## config.mk

```make
export PLATFORM = sky130hd
export DESIGN_NAME = fcmts_level_alu
export DESIGN_NICKNAME = d
export VERILOG_FILES = /design/src/hw/rtl/fcm_tree_sketch_counter_core_assert.svh /design/src/hw/rtl/fcmts_pkg.sv /design/src/hw/rtl/fcmts_level_alu.sv
export SDC_FILE = /design/constraint.sdc
export NUM_CORES = 1
export LEC_CHECK = 0
export BUFFER_PORTS_ARGS = -buffer_cell sky130_fd_sc_hd__buf_2
export CORE_MARGIN = 1
export CORE_UTILIZATION = 40
export DETAILED_ROUTE_END_ITERATION = 6
export GPL_ROUTABILITY_DRIVEN = 0
export PLACE_DENSITY = 0.76
export SYNTH_ARGS = -nofsm -noshare
export SYNTH_HDL_FRONTEND = slang
export SYNTH_SLANG_ARGS = --single-unit
```

## constraint.sdc

```tcl
create_clock -name vclk -period 11.3
set_clock_uncertainty 0.15 [all_clocks]
set_input_delay 0 -clock vclk [all_inputs]
set_output_delay 0 -clock vclk [all_outputs]
set_load 0.02 [all_outputs]
```

## src/hw/rtl/fcm_tree_sketch_counter_core_assert.svh

```systemverilog
// Assertion macros for the tree sketch counter core.
// Needs signals named clk and rst_n in the scope that uses the macros.
`ifndef FCM_TREE_SKETCH_COUNTER_CORE_ASSERT_SVH
`define FCM_TREE_SKETCH_COUNTER_CORE_ASSERT_SVH

// Same-cycle implication, checked outside of reset.
`define FCMTS_ASSERT_IMPLY(lbl, ante, cons, msg) \
  lbl: assert property (@(posedge clk) disable iff (!rst_n) (ante) |-> (cons)) \
    else $error(msg);

// Next-cycle implication, checked outside of reset.
`define FCMTS_ASSERT_NEXT(lbl, ante, cons, msg) \
  lbl: assert property (@(posedge clk) disable iff (!rst_n) (ante) |=> (cons)) \
    else $error(msg);

`endif

```

## src/hw/rtl/fcmts_pkg.sv

```systemverilog
// Shared types and constants of the tree sketch counter core.
// No dependencies; used by every module of the block.
`timescale 1ns / 1ps

package fcmts_pkg;

  localparam int NUM_TREES = 2;
  localparam int THR_W     = 32;
  localparam int SUM_W     = THR_W + 1;
  localparam int AMT_W     = 16;
  localparam int ACC_W     = 34;
  localparam int EST_W     = 31;
  localparam int IDX_W     = 12;
  localparam int LVL_W     = 2;
  localparam int CFG_IDX_W = 2;

  localparam logic [ACC_W-1:0] EST_SAT_MAX = ACC_W'(32'h7FFF_FFFF);

  typedef enum logic {
    KIND_INSERT = 1'b0,
    KIND_QUERY  = 1'b1
  } kind_t;

  localparam logic [CFG_IDX_W-1:0] CFG_LEVELS = 2'd0;
  localparam logic [CFG_IDX_W-1:0] CFG_THR0   = 2'd1;
  localparam logic [CFG_IDX_W-1:0] CFG_THR1   = 2'd2;
  localparam logic [CFG_IDX_W-1:0] CFG_THR2   = 2'd3;

  localparam logic [LVL_W-1:0] LVL_LEAF   = 2'd0;
  localparam logic [LVL_W-1:0] LVL_MIDDLE = 2'd1;
  localparam logic [LVL_W-1:0] LVL_TOP    = 2'd2;

  // Operands handed to the per-tree level update logic.
  typedef struct packed {
    logic             is_query;
    logic [AMT_W-1:0] amount;
    logic [THR_W-1:0] thr;
  } level_op_t;

  // Outcome of one level: write-back, carry and query accumulation.
  typedef struct packed {
    logic             wr_en;
    logic [THR_W-1:0] wr_data;
    logic [AMT_W-1:0] carry;
    logic             stop;
    logic [ACC_W-1:0] acc;
  } level_res_t;

  // A threshold of zero behaves as one.
  function automatic logic [THR_W-1:0] thr_eff(input logic [THR_W-1:0] v);
    thr_eff = (v == '0) ? THR_W'(1) : v;
  endfunction

endpackage

```

## src/hw/rtl/fcmts_level_alu.sv

```systemverilog
// Read-modify-write logic for one counter level of one tree.
// Depends on fcmts_pkg for the level operand and result structs.
`timescale 1ns / 1ps

module fcmts_level_alu (
  input  fcmts_pkg::level_op_t          op,
  input  logic [fcmts_pkg::THR_W-1:0]   old_count,
  input  logic [fcmts_pkg::ACC_W-1:0]   acc_in,
  output fcmts_pkg::level_res_t         res
);

  logic [fcmts_pkg::SUM_W-1:0] sum;
  logic [fcmts_pkg::SUM_W-1:0] thr_ext;

  always_comb begin
    sum     = {1'b0, old_count} + fcmts_pkg::SUM_W'(op.amount);
    thr_ext = {1'b0, op.thr};
    res         = '0;
    res.carry   = op.amount;
    res.acc     = acc_in;
    if (op.is_query) begin
      // A marked counter stands for threshold minus one; anything else ends the walk.
      if (old_count == op.thr) begin
        res.acc = acc_in + fcmts_pkg::ACC_W'(op.thr - fcmts_pkg::THR_W'(1));
      end else begin
        res.acc  = acc_in + fcmts_pkg::ACC_W'(old_count);
        res.stop = 1'b1;
      end
    end else if (sum < thr_ext) begin
      res.wr_en   = 1'b1;
      res.wr_data = sum[fcmts_pkg::THR_W-1:0];
      res.stop    = 1'b1;
    end else if (old_count < op.thr) begin
      // Mark the counter and carry what did not fit below the marker.
      res.wr_en   = 1'b1;
      res.wr_data = op.thr;
      res.carry   = fcmts_pkg::AMT_W'(sum - thr_ext + fcmts_pkg::SUM_W'(1));
    end
  end

endmodule

```

==> metrics <==
status complete, no violations; vias in the first global route 7316; Slew @ Worst Pin 1.07 ns; Final Max Slew Viols 0; Slew headroom 28.9%; unrepaired setup endpoints after global routing false; initial antenna violation count 5; die width 134 µm; Worst Path Required 11.15 ns; area leader, netlist ha_1; post-CTS setup buffer count 0; Mapped Cells 963; Rows 47; fin worst setup slack 5.50 ns; IO buf count 199; fmax 172 MHz; DP Worst Slack 5.56 ns; GRT Total Usage 24.1%; HPWL after DPL 19400 µm; Top Usage Layer GRT met2; met3 Use GR 0.799%; wire per inst 16.4 µm; worst vdd ir 0.0000484 V; register area 0 µm²; Die ar. 0.0179 mm²; Avg Cell Area, Syn 7.21 µm²; CLK BUF 0; GR Util met2 39.0%; via total after detailed routing 7787; Die H 134 µm; Final min period 5.80 ns; Area contributors post-synth ha_1 (24%), xnor2_1 (9.1%), mux2_2 (6.3%); Total Wirelength 22400 µm; Nets 1397; final setup violation count 0; Core Box Area 0.0168 mm²; Max Cap Viol 0; area of the mapped netlist 0.00694 mm²; cts-stage hold buffer count 0; Fin. Hold Viols 0; crit end category output port; met1 Usage GRT 33.6%; Worst setup SP type primary input; FFs & Latches 0; post-synthesis cell type count 57; area growth from synthesis to layout 17.6%; CP arrival 5.65 ns; post_cts resized 0; Starting Density 41.4%; leakage power 4.19 nW; largest net degree at the start of global routing 66; vias per cell 5.70; Setup CP Type primary input to output port; antenna viol nets, final 0; setup tns final 0 ns; layout cells sized above 1 23.0%; IO Count 199; global-route wire length before repair 35300 µm; Ys Warns 0; Final Cycle Share 51.3%; Net Count, Synth 1218; Pwr Density 72.8 mW/mm²; 1st-iter DRT viols 641; Pre-Repair DR Iteration Count 5; Seq/Total Area, Yosys 0%; HP Class primary input to output port; Post-route DRC 0; global route overflow 0; CP max FO 65; area share of the largest cell type after synthesis 23.6%
-- synthesized netlist by cell type (all sizes together), types with 17 or more instances --
master  number
ha         131
nand2       82
nor2        78
inv         74
xnor2       72
a21oi       71
o21ai       67
a21o        47
mux2        39
mux2i       28
xor2        28
nor3        25
nand3       21
clkbuf      20
nand4       17
-- power by group --
group / total [mW] / switching (mW) / internal, mW
Clock: 0.0000000592 / 0 / 0.0000000592
Combinational: 0.594 / 0.347 / 0.247
Sequential: 0 / 0 / 0
Total: 0.594 / 0.347 / 0.247
-- final timing paths --
path / from / endpoint / slack, ns / cells past startpoint
hold / removal: acc_in[33] / res[33] / 0.14 / 3
setup / recovery: op[31] / res[31] / 5.50 / 19
-- kinds of logic (layout without fill, tap and decap cells) --
kind of cell,count (synthesis),count (layout),synth area share [%]
adder cells (fa/ha/maj),140,140,26.2
multiplexers,67,67,10.4
XOR/XNOR,100,100,12.6
AND/OR/NAND/NOR,284,284,19.9
other,0,5,0
AO/OA/AOI/OAI,272,272,25.4
buffers and inverters,100,277,5.55
-- placed cells by master, fill, tap and decap left out, types with 4 or more instances in the layout --
cell	count
buf_2	199
ha_1	131
nand2_1	81
nor2_1	77
inv_1	74
xnor2_1	72
a21oi_1	70
o21ai_0	63
a21o_1	47
mux2_2	39
xor2_1	28
mux2i_1	28
nor3_1	24
nand3_1	20
nand4_1	17
a211oi_1	13
and3_1	11
nor2b_1	11
o211ai_1	10
nand2b_1	10
o21a_1	10
o21bai_1	9
fa_1	9
nor4_1	7
diode_2	5
a31o_2	5
a31oi_1	5
and4_1	5
a2111oi_0	5
a221o_1	5
and2_1	4
a22o_1	4
buf_4	4
-- metrics by stage --
step                      area (µm²)  hold WS, ns  std cells  total power, mW  utilization, %
after floorplan                 6940     -0.00763        963            0.422               -
after global placement          8150        0.136       1360            0.581            48.6
after detailed placement        8150        0.141       1360            0.585            48.6
after CTS                       8150        0.141       1360            0.589            48.6
after global routing            8160        0.147       1365            0.653            48.7
final                           8160        0.139       1365            0.594            48.7
-- per-layer routing --
metal | vias up | share of wire, %
met5 | - | 0
met3 | 56 | 6.0
met2 | 304 | 44
li1 | 3874 | -
met4 | 0 | 4.1
met1 | 3553 | 46
-- layout make-up --
class,count,area [µm²]
timing repair buffer,203,1030
antenna,5,12.5
inverter,74,278
multi-input combinational,863,6570
tap,220,275
fill,1684,8600
-- critical path, stage by stage --
cell and delay [ns]:
buf_2 0.16, inv_1 0.08, ha_1 0.30, nand4_1 0.14
nor4_1 0.58, nand3_2 0.95, nand2_1 0.31, o21ai_0 0.15
ha_1 0.40, o21ai_0 0.15, o21a_1 0.23, or4b_2 0.66
o211ai_1 0.21, a21oi_1 0.19, o311ai_0 0.41, a21oi_1 0.14
xnor2_1 0.14, mux2_2 0.26, buf_2 0.16
No activity file was read; power rests on OpenSTA's default activity.
